--- src/rtl/chi_pkg.sv ---
// Shared types and constants for the two-table cuckoo hash insert block.
// No dependencies; every other file in rtl/ uses this package.
package chi_pkg;

  localparam int TABLE_DEPTH_DEF    = 13;
  localparam int SECOND_MODULUS_DEF = 11;
  localparam int KEY_BITS_DEF       = 31;

  localparam int KICK_BITS       = 8;
  localparam int MAX_KICKS_RESET = 16;

  // bits consumed per cycle by the remainder units
  localparam int DIGIT_BITS = 8;

  typedef enum logic {
    OP_INSERT = 1'b0,
    OP_CLEAR  = 1'b1
  } op_t;

  typedef enum logic [1:0] {
    STAT_PLACED  = 2'd0,
    STAT_PRESENT = 2'd1,
    STAT_DROPPED = 2'd2,
    STAT_CLEARED = 2'd3
  } status_t;

  typedef enum logic [2:0] {
    ST_IDLE,
    ST_CHECK,
    ST_HASH,
    ST_FOLD,
    ST_DECIDE,
    ST_FINISH
  } state_t;

  typedef struct packed {
    logic load_item;
    logic clear_tables;
    logic check;
    logic start_hash;
    logic start_fold;
    logic read;
    logic decide;
    logic load_out;
  } cmd_t;

  typedef struct packed {
    logic limit;
    logic hash_done;
    logic fold_done;
    logic evict;
  } sts_t;

endpackage

--- src/rtl/chi_if.sv ---
// Valid/ready channel interfaces for the cuckoo hash insert block.
// Depends on chi_pkg for the op and status types.
interface chi_in_if #(
  parameter int KEY_BITS = chi_pkg::KEY_BITS_DEF
);
  logic                valid;
  logic                ready;
  chi_pkg::op_t        op;
  logic [KEY_BITS-1:0] key;

  modport source (output valid, output op, output key, input ready);
  modport sink   (input valid, input op, input key, output ready);
endinterface

interface chi_out_if #(
  parameter int KEY_BITS = chi_pkg::KEY_BITS_DEF
);
  logic                           valid;
  logic                           ready;
  chi_pkg::status_t               status;
  logic [KEY_BITS-1:0]            dropped_key;
  logic [chi_pkg::KICK_BITS-1:0]  kicks;

  modport source (output valid, output status, output dropped_key, output kicks, input ready);
  modport sink   (input valid, input status, input dropped_key, input kicks, output ready);
endinterface

interface chi_cfg_if;
  logic                          valid;
  logic                          ready;
  logic [chi_pkg::KICK_BITS-1:0] data;

  modport source (output valid, output data, input ready);
  modport sink   (input valid, input data, output ready);
endinterface

--- src/rtl/cuckoo_hash_insert.sv ---
// Two-table cuckoo hash insert block. One item is worked on at a time; the result
// sits in an output register, so the next item is taken while it waits. A clear
// goes from acceptance to the finish state, which loads its result once the output
// register is free. An insert makes one placement attempt per eviction and one
// more; each attempt runs a limit check, the digit-serial remainder units that form
// the two indices, one registered table read and one compare/write step. An insert
// that reaches max_kicks ends at the limit check of the attempt that would follow.
// Valid bits are flip-flops, all cleared together by reset or a clear item.
// Depends on chi_pkg, chi_if, chi_ctrl, chi_datapath and chi_mod.
module cuckoo_hash_insert #(
  parameter int TABLE_DEPTH    = chi_pkg::TABLE_DEPTH_DEF,
  parameter int SECOND_MODULUS = chi_pkg::SECOND_MODULUS_DEF,
  parameter int KEY_BITS       = chi_pkg::KEY_BITS_DEF
) (
  input logic        clk,
  input logic        rst_n,
  chi_in_if.sink     in_ch,
  chi_out_if.source  out_ch,
  chi_cfg_if.sink    cfg_ch
);
  import chi_pkg::*;

  cmd_t cmd;
  sts_t sts;

  assign cfg_ch.ready = 1'b1;

  chi_ctrl u_ctrl (
    .clk      (clk),
    .rst_n    (rst_n),
    .in_valid (in_ch.valid),
    .in_op    (in_ch.op),
    .in_ready (in_ch.ready),
    .out_valid(out_ch.valid),
    .out_ready(out_ch.ready),
    .cmd      (cmd),
    .sts      (sts)
  );

  chi_datapath #(
    .TABLE_DEPTH   (TABLE_DEPTH),
    .SECOND_MODULUS(SECOND_MODULUS),
    .KEY_BITS      (KEY_BITS)
  ) u_dp (
    .clk            (clk),
    .rst_n          (rst_n),
    .cmd            (cmd),
    .sts            (sts),
    .in_key         (in_ch.key),
    .cfg_we         (cfg_ch.valid),
    .cfg_data       (cfg_ch.data),
    .out_status     (out_ch.status),
    .out_dropped_key(out_ch.dropped_key),
    .out_kicks      (out_ch.kicks)
  );

endmodule

--- src/rtl/chi_mod.sv ---
// Digit-serial remainder unit: value mod MOD, DIGIT_BITS bits per cycle, MSB first.
// Depends on chi_pkg for DIGIT_BITS.
module chi_mod #(
  parameter int MOD   = chi_pkg::TABLE_DEPTH_DEF,
  parameter int WIDTH = chi_pkg::KEY_BITS_DEF
) (
  input  logic                     clk,
  input  logic                     rst_n,
  input  logic                     start,
  input  logic [WIDTH-1:0]         value,
  output logic [$clog2(MOD)-1:0]   rem,
  output logic                     done
);
  import chi_pkg::*;

  localparam int NDIG = (WIDTH + DIGIT_BITS - 1) / DIGIT_BITS;
  localparam int PADW = NDIG * DIGIT_BITS;
  localparam int RW   = $clog2(MOD);
  localparam int CW   = $clog2(NDIG + 1);

  logic [PADW-1:0] shift_r;
  logic [RW-1:0]   rem_r, rem_step;
  logic [CW-1:0]   cnt_r;
  logic            busy_r, done_r;

  // r = (2r + bit) mod MOD, one conditional subtract per bit
  always_comb begin
    logic [RW:0]   t;
    logic [RW-1:0] r;
    r = rem_r;
    t = '0;
    for (int i = 0; i < DIGIT_BITS; i++) begin
      t = {r, shift_r[PADW-1-i]};
      if (t >= (RW+1)'(MOD)) t = t - (RW+1)'(MOD);
      r = t[RW-1:0];
    end
    rem_step = r;
  end

  always_ff @(posedge clk) begin
    if (!rst_n) begin
      busy_r <= 1'b0;
      done_r <= 1'b0;
      cnt_r  <= '0;
    end else begin
      done_r <= 1'b0;
      if (start) begin
        busy_r <= 1'b1;
        cnt_r  <= CW'(NDIG);
      end else if (busy_r) begin
        cnt_r <= cnt_r - 1'b1;
        if (cnt_r == CW'(1)) begin
          busy_r <= 1'b0;
          done_r <= 1'b1;
        end
      end
    end
  end

  always_ff @(posedge clk) begin
    if (start) begin
      shift_r <= PADW'(value);
      rem_r   <= '0;
    end else if (busy_r) begin
      shift_r <= shift_r << DIGIT_BITS;
      rem_r   <= rem_step;
    end
  end

  assign rem  = rem_r;
  assign done = done_r;

endmodule

--- src/rtl/chi_datapath.sv ---
// Datapath: key tables, valid bits, hash units, kick counter and result registers.
// Depends on chi_pkg and chi_mod; driven by chi_ctrl through cmd_t / sts_t.
module chi_datapath #(
  parameter int TABLE_DEPTH    = chi_pkg::TABLE_DEPTH_DEF,
  parameter int SECOND_MODULUS = chi_pkg::SECOND_MODULUS_DEF,
  parameter int KEY_BITS       = chi_pkg::KEY_BITS_DEF
) (
  input  logic                          clk,
  input  logic                          rst_n,
  input  chi_pkg::cmd_t                 cmd,
  output chi_pkg::sts_t                 sts,
  input  logic [KEY_BITS-1:0]           in_key,
  input  logic                          cfg_we,
  input  logic [chi_pkg::KICK_BITS-1:0] cfg_data,
  output chi_pkg::status_t              out_status,
  output logic [KEY_BITS-1:0]           out_dropped_key,
  output logic [chi_pkg::KICK_BITS-1:0] out_kicks
);
  import chi_pkg::*;

  localparam int IW  = $clog2(TABLE_DEPTH);
  localparam int SW  = $clog2(SECOND_MODULUS + 1);
  localparam int R2W = $clog2(SECOND_MODULUS);

  logic [KEY_BITS-1:0]  cur_r;
  logic                 tbl_r;
  logic [KICK_BITS-1:0] cnt_r;
  logic [KICK_BITS-1:0] max_kicks_r;
  logic [IW-1:0]        p0_r, p1_r;
  logic [KEY_BITS-1:0]  rd0_r, rd1_r;
  logic [TABLE_DEPTH-1:0] vld0_r, vld1_r;

  logic [KEY_BITS-1:0] mem0 [TABLE_DEPTH];
  logic [KEY_BITS-1:0] mem1 [TABLE_DEPTH];

  status_t              res_status_r;
  logic [KEY_BITS-1:0]  res_drop_r;
  logic [KICK_BITS-1:0] res_kicks_r;

  status_t              out_status_r;
  logic [KEY_BITS-1:0]  out_drop_r;
  logic [KICK_BITS-1:0] out_kicks_r;

  logic [IW-1:0]  rem_first, rem_fold;
  logic [R2W-1:0] rem_second;
  logic [SW-1:0]  r2;
  logic           first_done, second_done, fold_done;

  chi_mod #(.MOD(TABLE_DEPTH), .WIDTH(KEY_BITS)) u_mod_first (
    .clk(clk), .rst_n(rst_n), .start(cmd.start_hash), .value(cur_r),
    .rem(rem_first), .done(first_done)
  );

  chi_mod #(.MOD(SECOND_MODULUS), .WIDTH(KEY_BITS)) u_mod_second (
    .clk(clk), .rst_n(rst_n), .start(cmd.start_hash), .value(cur_r),
    .rem(rem_second), .done(second_done)
  );

  // second index SM - (k mod SM), folded into the table range
  assign r2 = SW'(SECOND_MODULUS) - SW'(rem_second);

  chi_mod #(.MOD(TABLE_DEPTH), .WIDTH(SW)) u_mod_fold (
    .clk(clk), .rst_n(rst_n), .start(cmd.start_fold), .value(r2),
    .rem(rem_fold), .done(fold_done)
  );

  logic hit, tgt_vld;
  assign hit = (vld0_r[p0_r] && (rd0_r == cur_r)) ||
               (vld1_r[p1_r] && (rd1_r == cur_r));
  assign tgt_vld = tbl_r ? vld1_r[p1_r] : vld0_r[p0_r];

  logic wr0, wr1;
  assign wr0 = cmd.decide && !hit && !tbl_r;
  assign wr1 = cmd.decide && !hit &&  tbl_r;

  always_comb begin
    sts.limit     = (cnt_r == max_kicks_r);
    sts.hash_done = first_done && second_done;
    sts.fold_done = fold_done;
    sts.evict     = !hit && tgt_vld;
  end

  always_ff @(posedge clk) begin
    if (wr0) mem0[p0_r] <= cur_r;
    if (wr1) mem1[p1_r] <= cur_r;
    if (cmd.read) begin
      rd0_r <= mem0[rem_first];
      rd1_r <= mem1[rem_fold];
      p0_r  <= rem_first;
      p1_r  <= rem_fold;
    end
  end

  always_ff @(posedge clk) begin
    if (!rst_n) begin
      vld0_r      <= '0;
      vld1_r      <= '0;
      max_kicks_r <= KICK_BITS'(MAX_KICKS_RESET);
    end else begin
      if (cfg_we) max_kicks_r <= cfg_data;
      if (cmd.clear_tables) begin
        vld0_r <= '0;
        vld1_r <= '0;
      end else begin
        if (wr0) vld0_r[p0_r] <= 1'b1;
        if (wr1) vld1_r[p1_r] <= 1'b1;
      end
    end
  end

  always_ff @(posedge clk) begin
    if (cmd.load_item) begin
      cur_r <= in_key;
      tbl_r <= 1'b0;
      cnt_r <= '0;
    end else if (cmd.decide && !hit && tgt_vld) begin
      cur_r <= tbl_r ? rd1_r : rd0_r;
      tbl_r <= !tbl_r;
      cnt_r <= cnt_r + 1'b1;
    end

    if (cmd.clear_tables) begin
      res_status_r <= STAT_CLEARED;
      res_drop_r   <= '0;
      res_kicks_r  <= '0;
    end else if (cmd.check && sts.limit) begin
      res_status_r <= STAT_DROPPED;
      res_drop_r   <= cur_r;
      res_kicks_r  <= cnt_r;
    end else if (cmd.decide && !(!hit && tgt_vld)) begin
      // present only when the key in hand is the inserted one
      res_status_r <= (hit && cnt_r == '0) ? STAT_PRESENT : STAT_PLACED;
      res_drop_r   <= '0;
      res_kicks_r  <= cnt_r;
    end

    if (cmd.load_out) begin
      out_status_r <= res_status_r;
      out_drop_r   <= res_drop_r;
      out_kicks_r  <= res_kicks_r;
    end
  end

  assign out_status      = out_status_r;
  assign out_dropped_key = out_drop_r;
  assign out_kicks       = out_kicks_r;

endmodule

--- src/rtl/chi_ctrl.sv ---
// Controller FSM for cuckoo hash insert: sequences limit check, hash, fold, read,
// compare/evict steps and owns the input ready and output valid. Depends on chi_pkg.
module chi_ctrl (
  input  logic          clk,
  input  logic          rst_n,
  input  logic          in_valid,
  input  chi_pkg::op_t  in_op,
  output logic          in_ready,
  output logic          out_valid,
  input  logic          out_ready,
  output chi_pkg::cmd_t cmd,
  input  chi_pkg::sts_t sts
);
  import chi_pkg::*;

  state_t state_r, state_nxt;
  logic   out_valid_r, out_valid_nxt;
  logic   out_free;

  assign out_free = !out_valid_r || out_ready;

  always_comb begin
    state_nxt = state_r;
    unique case (state_r)
      ST_IDLE: begin
        if (in_valid) state_nxt = (in_op == OP_CLEAR) ? ST_FINISH : ST_CHECK;
      end
      ST_CHECK:  state_nxt = sts.limit ? ST_FINISH : ST_HASH;
      ST_HASH: begin
        if (sts.hash_done) state_nxt = ST_FOLD;
      end
      ST_FOLD: begin
        if (sts.fold_done) state_nxt = ST_DECIDE;
      end
      ST_DECIDE: state_nxt = sts.evict ? ST_CHECK : ST_FINISH;
      ST_FINISH: begin
        if (out_free) state_nxt = ST_IDLE;
      end
      default:   state_nxt = ST_IDLE;
    endcase
  end

  always_comb begin
    cmd      = '0;
    in_ready = 1'b0;
    unique case (state_r)
      ST_IDLE: begin
        in_ready         = 1'b1;
        cmd.load_item    = in_valid && (in_op == OP_INSERT);
        cmd.clear_tables = in_valid && (in_op == OP_CLEAR);
      end
      ST_CHECK: begin
        cmd.check      = 1'b1;
        cmd.start_hash = !sts.limit;
      end
      ST_HASH:   cmd.start_fold = sts.hash_done;
      ST_FOLD:   cmd.read       = sts.fold_done;
      ST_DECIDE: cmd.decide     = 1'b1;
      ST_FINISH: cmd.load_out   = out_free;
      default: ;
    endcase
  end

  always_comb begin
    if (cmd.load_out)   out_valid_nxt = 1'b1;
    else if (out_ready) out_valid_nxt = 1'b0;
    else                out_valid_nxt = out_valid_r;
  end

  always_ff @(posedge clk) begin
    if (!rst_n) begin
      state_r     <= ST_IDLE;
      out_valid_r <= 1'b0;
    end else begin
      state_r     <= state_nxt;
      out_valid_r <= out_valid_nxt;
    end
  end

  assign out_valid = out_valid_r;

endmodule

--- src/flat_wrapper.sv ---
// flat-port wrapper written by rule: the top's interface ports become plain ports
module cuckoo_hash_insert_flat import chi_pkg::*;
#(
  parameter int TABLE_DEPTH    = chi_pkg::TABLE_DEPTH_DEF,
  parameter int SECOND_MODULUS = chi_pkg::SECOND_MODULUS_DEF,
  parameter int KEY_BITS       = chi_pkg::KEY_BITS_DEF
)
  (clk, rst_n, in_ch_valid, in_ch_op, in_ch_key, in_ch_ready, out_ch_valid, out_ch_status, out_ch_dropped_key, out_ch_kicks, out_ch_ready, cfg_ch_valid, cfg_ch_data, cfg_ch_ready);
  chi_in_if #(.KEY_BITS(KEY_BITS)) in_ch_i ();
  chi_out_if #(.KEY_BITS(KEY_BITS)) out_ch_i ();
  chi_cfg_if cfg_ch_i ();
  input logic clk;
  input logic rst_n;
  input wire logic [$bits(in_ch_i.valid)-1:0] in_ch_valid;
  input wire logic [$bits(in_ch_i.op)-1:0] in_ch_op;
  input wire logic [$bits(in_ch_i.key)-1:0] in_ch_key;
  output wire logic [$bits(in_ch_i.ready)-1:0] in_ch_ready;
  output wire logic [$bits(out_ch_i.valid)-1:0] out_ch_valid;
  output wire logic [$bits(out_ch_i.status)-1:0] out_ch_status;
  output wire logic [$bits(out_ch_i.dropped_key)-1:0] out_ch_dropped_key;
  output wire logic [$bits(out_ch_i.kicks)-1:0] out_ch_kicks;
  input wire logic [$bits(out_ch_i.ready)-1:0] out_ch_ready;
  input wire logic [$bits(cfg_ch_i.valid)-1:0] cfg_ch_valid;
  input wire logic [$bits(cfg_ch_i.data)-1:0] cfg_ch_data;
  output wire logic [$bits(cfg_ch_i.ready)-1:0] cfg_ch_ready;
  assign in_ch_i.valid = in_ch_valid;
  assign in_ch_i.op = in_ch_op;
  assign in_ch_i.key = in_ch_key;
  assign in_ch_ready = in_ch_i.ready;
  assign out_ch_valid = out_ch_i.valid;
  assign out_ch_status = out_ch_i.status;
  assign out_ch_dropped_key = out_ch_i.dropped_key;
  assign out_ch_kicks = out_ch_i.kicks;
  assign out_ch_i.ready = out_ch_ready;
  assign cfg_ch_i.valid = cfg_ch_valid;
  assign cfg_ch_i.data = cfg_ch_data;
  assign cfg_ch_ready = cfg_ch_i.ready;
  cuckoo_hash_insert #(.TABLE_DEPTH(TABLE_DEPTH), .SECOND_MODULUS(SECOND_MODULUS), .KEY_BITS(KEY_BITS)) u_core (.clk(clk), .rst_n(rst_n), .in_ch(in_ch_i), .out_ch(out_ch_i), .cfg_ch(cfg_ch_i));
endmodule
--- config.mk ---
export PLATFORM = sky130hd
export DESIGN_NAME = cuckoo_hash_insert_flat
export DESIGN_NICKNAME = d
export VERILOG_FILES = /design/src/rtl/chi_pkg.sv /design/src/rtl/chi_if.sv /design/src/rtl/cuckoo_hash_insert.sv /design/src/rtl/chi_mod.sv /design/src/rtl/chi_datapath.sv /design/src/rtl/chi_ctrl.sv /design/src/flat_wrapper.sv
export SDC_FILE = /design/constraint.sdc
export NUM_CORES = 1
export LEC_CHECK = 0
export BUFFER_PORTS_ARGS = -buffer_cell sky130_fd_sc_hd__buf_2
export CORE_MARGIN = 4
export CORE_UTILIZATION = 55
export CTS_CLUSTER_DIAMETER = 60
export DETAILED_ROUTE_END_ITERATION = 10
export PLACE_DENSITY = 0.71
export SLEW_MARGIN = 10
export SYNTH_ARGS = -nofsm -noshare
export SYNTH_HDL_FRONTEND = slang
export SYNTH_SLANG_ARGS = --single-unit
export TNS_END_PERCENT = 100
--- constraint.sdc ---
create_clock -name clk -period 10.6 [get_ports clk]
set_input_delay 0.53 -clock clk [delete_from_list [all_inputs] [get_ports clk]]
set_output_delay 0.53 -clock clk [all_outputs]
set_load 0.02 [all_outputs]
==> impl_metrics.json <==
{
  "synth.cells.most_frequent": "edfxtp_1, mux4_2, nand2_1",
  "synth_area_um2": 46700,
  "final-max-slew-violation-count": 0,
  "ys_warn_count": 0,
  "r2r-start": "u_core.u_dp.u_mod_second.rem[3]",
  "vias": 26200,
  "whs_ps": 120,
  "synth_sequential_area_ratio_pct": 70.2,
  "first_iter_violations": 3103,
  "path_max_fanout": 8,
  "critPathMaxStageDelay_ps": 470,
  "start_util_pct": 55.7,
  "final_critical_path_setup_slack_ps": 1100,
  "layout_min_cycle_time_ps": 9500,
  "mappedNetlistNets": 2822,
  "vdd_ir_drop_max_mv": 0.683,
  "start_kind": "register",
  "cts_root_buf": "clkbuf_16",
  "worst_ep_arrival_ps": 10030,
  "achievable-frequency_mhz": 105,
  "power-per-cell-area_nw_per_um2": 327,
  "maximum_number_of_pins_on_one_net_before_global_route_repair": 72,
  "die_w_um": 299,
  "synthCells": 2749,
  "io_buffers": 87,
  "postRouteWirelength_mm": 114,
  "dpl.hpwl_mm": 68.5,
  "worst_setup_path_startpoint": "u_core.u_dp.u_mod_second.rem[3]",
  "ys.flop_type": "edfxtp_1",
  "report.final.hold_viol_count": 0,
  "grt_pass1_vias": 26200,
  "grt_remaining_overflow": 0,
  "finalPower_uw": 17100,
  "clock_insertion_delay_worst_skew_ps": 700,
  "endpoint_required_time_on_the_critical_path_ps": 11120,
  "viasPerCell": 6.38,
  "post_drt_wl_per_cell_um": 27.8,
  "static-leakage-power_uw": 0.0170,
  "regToRegEndpoint": "u_core.u_dp.u_mod_second.rem[0]",
  "synth.area.top_cells": "edfxtp_1, mux4_2, dfxtp_1",
  "yosysTopAreaCellShare_pct": 65.3,
  "timing.clock.skew_ps": 66.1,
  "placed_cells_incl_taps": 3891,
  "timing.critical_path.to": "u_core.u_dp.u_mod_second.rem[0]",
  "final_clock_period_utilization_by_the_worst_path_pct": 89.7,
  "cts.repair.resized": 0,
  "timing.reg2reg.worst_path_depth": 37,
  "grt_pass1_wl_mm": 170,
  "syn2layout_area_growth_pct": 12.3,
  "clockBufferDepth": 3,
  "synth-edff-count": 1014,
  "fillerInstances": 5834,
  "pin_count": 89,
  "final_net_count": 2945,
  "tritoncts_num_sinks": 1129,
  "clk_pin_slew_ps": 60,
  "setup_viol": 0,
  "postSynthRegisterBits": 1129,
  "most_area_hungry_cell_type_in_the_yosys_netlist": "edfxtp_1",
  "cts_hold_buf": 0,
  "synthesis.area_per_instance_um2": 17.0,
  "floorplan.die_area_um2": 89600,
  "outcome": "complete, no violations",
  "post_route_drc_violation_count": 0,
  "fp-row-count": 106,
  "detailedRoute.firstPassIterationCount": 8,
  "timing.reg2reg.setup_slack_ps": 1100,
  "place_congestion": 0.861,
  "depth_of_the_cts_h_tree": 3,
  "diodes": 0,
  "cts_made_buffers": 111,
  "final_layout_size_suffix_gt1_share_pct": 22.5,
  "grt_antenna_before_repair": 1,
  "detailedPlace.worstSlack_ps": 1200,
  "die_y_um": 299,
  "grtUsageTotal_pct": 25.6,
  "final.setup.tns_ps": 0,
  "post-cts-setup-buffers": 0,
  "crit_path_end_kind": "register",
  "core_um2": 83800,
  "synthDistinctLibCells": 109,
  "slowest_stage_cell_cp": "o311ai_1",
  "path_class": "register to register",
  "synth_async_sr_flop_share_pct": 0,
  "ant_nets": 0,
  "worst_hold_path_type": "input pin to register",
  "drv.max_cap_violation_count": 0,
  "rsz0062_at_grt": "no",
  "finish.cell_count_without_fillers": 4104,
  "yosys.cell_count.top_type": "edfxtp_1",
  "timing_worst_slew_pin_value_ps": 1310,
  "max_slew_headroom_pct": 12.4,
  "crit_path_frequent_cell": "ha_1",
  "cts_tree": "yes"
}
-- worst min-delay path by stage --
stage / from / end / depth (start not counted)
after floorplan: u_core.u_dp.u_mod_first.rem[0] / u_core.u_dp.p0_r[0] / 0
after CTS: in_ch_key[12] / u_core.u_dp.cur_r[12] / 3
final: cfg_ch_data[4] / u_core.u_dp.max_kicks_r[4] / 3
after global routing: cfg_ch_data[4] / u_core.u_dp.max_kicks_r[4] / 3
after detailed placement: u_core.u_dp.res_drop_r[26] / u_core.u_dp.out_dropped_key[26] / 0
after global placement: u_core.u_dp.res_drop_r[21] / u_core.u_dp.out_dropped_key[21] / 0
-- flip-flops by register name, indices dropped and copies added (netlist names), 3 cells and up --
name,flops
u_core.u_dp.res_kicks_r,8
u_core.u_dp.p1_r,4
u_core.u_dp.out_kicks,8
u_core.u_dp.cur_r,31
u_core.u_dp.rd1_r,31
u_core.u_dp.u_mod_first.rem,4
u_core.u_dp.vld1_r,13
u_core.u_dp.u_mod_second.cnt_r,3
u_core.u_dp.u_mod_first.cnt_r,3
u_core.u_dp.res_drop_r,31
u_core.u_dp.u_mod_second.shift_r,32
u_core.u_dp.u_mod_first.shift_r,32
u_core.u_dp.cnt_r,8
u_core.u_dp.p0_r,4
u_core.u_dp.mem0,403
u_core.u_dp.vld0_r,13
u_core.u_dp.rd0_r,31
u_core.u_dp.max_kicks_r,8
u_core.u_ctrl.state_r,3
u_core.u_dp.out_dropped_key,31
u_core.u_dp.u_mod_fold.shift_r,4
u_core.u_dp.mem1,403
u_core.u_dp.u_mod_second.rem,4
u_core.u_dp.u_mod_fold.rem,4
-- cell usage in the layout (no fill, tap or decap), types with 11 or more instances in the layout --
cell type  netlist  layout
a211oi_1        21      21
mux2i_1         62      62
inv_1           43      43
clkbuf_16        0     114
clkinv_1         1      28
nand2b_1        16      16
clkinv_2         0      24
clkbuf_1       103      22
o21ai_0         70      70
a21oi_1         84      84
nand2_1        236     236
buf_4            2      58
edfxtp_1      1014    1014
nor3_1          31      22
ha_1            28      28
and2_1          22      22
xor2_1          59      59
nor2b_1         25      25
bufinv_16        0      13
nor2_4           0      21
o21a_1          11      11
nand4_1         17      17
nand3_1         61      61
o31ai_1         12      12
mux4_2         254     254
dfxtp_1        115     106
nor4_1          22      22
a31oi_1         12      12
nor2_1         147     125
xnor2_1         35      35
buf_2            5      87
-- stage by stage --
stage / cell area (µm²) / util [%]
CTS: 52400 / 62.5
finish: 52400 / 62.5
global placement: 48600 / 58.0
detailed placement: 48600 / 58.0
global route: 52400 / 62.5
floorplan: 46700 / -
-- critical path, delay by kind of cell (launching register included) --
family          cells  cell delay, ps
fa+ha+maj           8            2040
mux                 1             330
simple gates        8            2010
buf+inv             4             450
flops               1             440
xor+xnor            1             200
compound gates     15            3880
-- power breakdown --
group / total [µW] / switching [µW] / internal [µW]
clock network: 3960 / 1660 / 2300
registers: 5760 / 399 / 5370
logic: 7390 / 4330 / 3050
-- cell families after synthesis --
family                   after synthesis  share of synthesized area [%]
flip-flops                          1129                           70.2
AND/OR/NAND/NOR                      634                           6.36
AO/OA/AOI/OAI                        353                           5.44
multiplexers                         326                           13.9
buffers and inverters                181                           1.53
XOR/XNOR                              96                           1.83
adder cells (fa/ha/maj)               29                          0.772
other                                  1                        0.00804
-- routing by layer --
metal	track usage (%)	share of wire, %	up-vias
met2	42.3	49	1343
met5	0	0	-
li1	-	-	11200
met1	35.0	39	13500
met3	5.55	9.4	176
met4	6.64	2.4	0
-- final cells by class --
cell class	count	area [µm²]	area share, %
Tap cell	1134	1420	2.71
Timing Repair Buffer	147	918	1.75
Sequential cell	1129	32800	62.6
Multi-Input combinational cell	1439	13400	25.6
Clock inverter	74	762	1.45
Inverter	44	165	0.315
Clock buffer	137	2950	5.63
(Power assumes the default switching activity.)
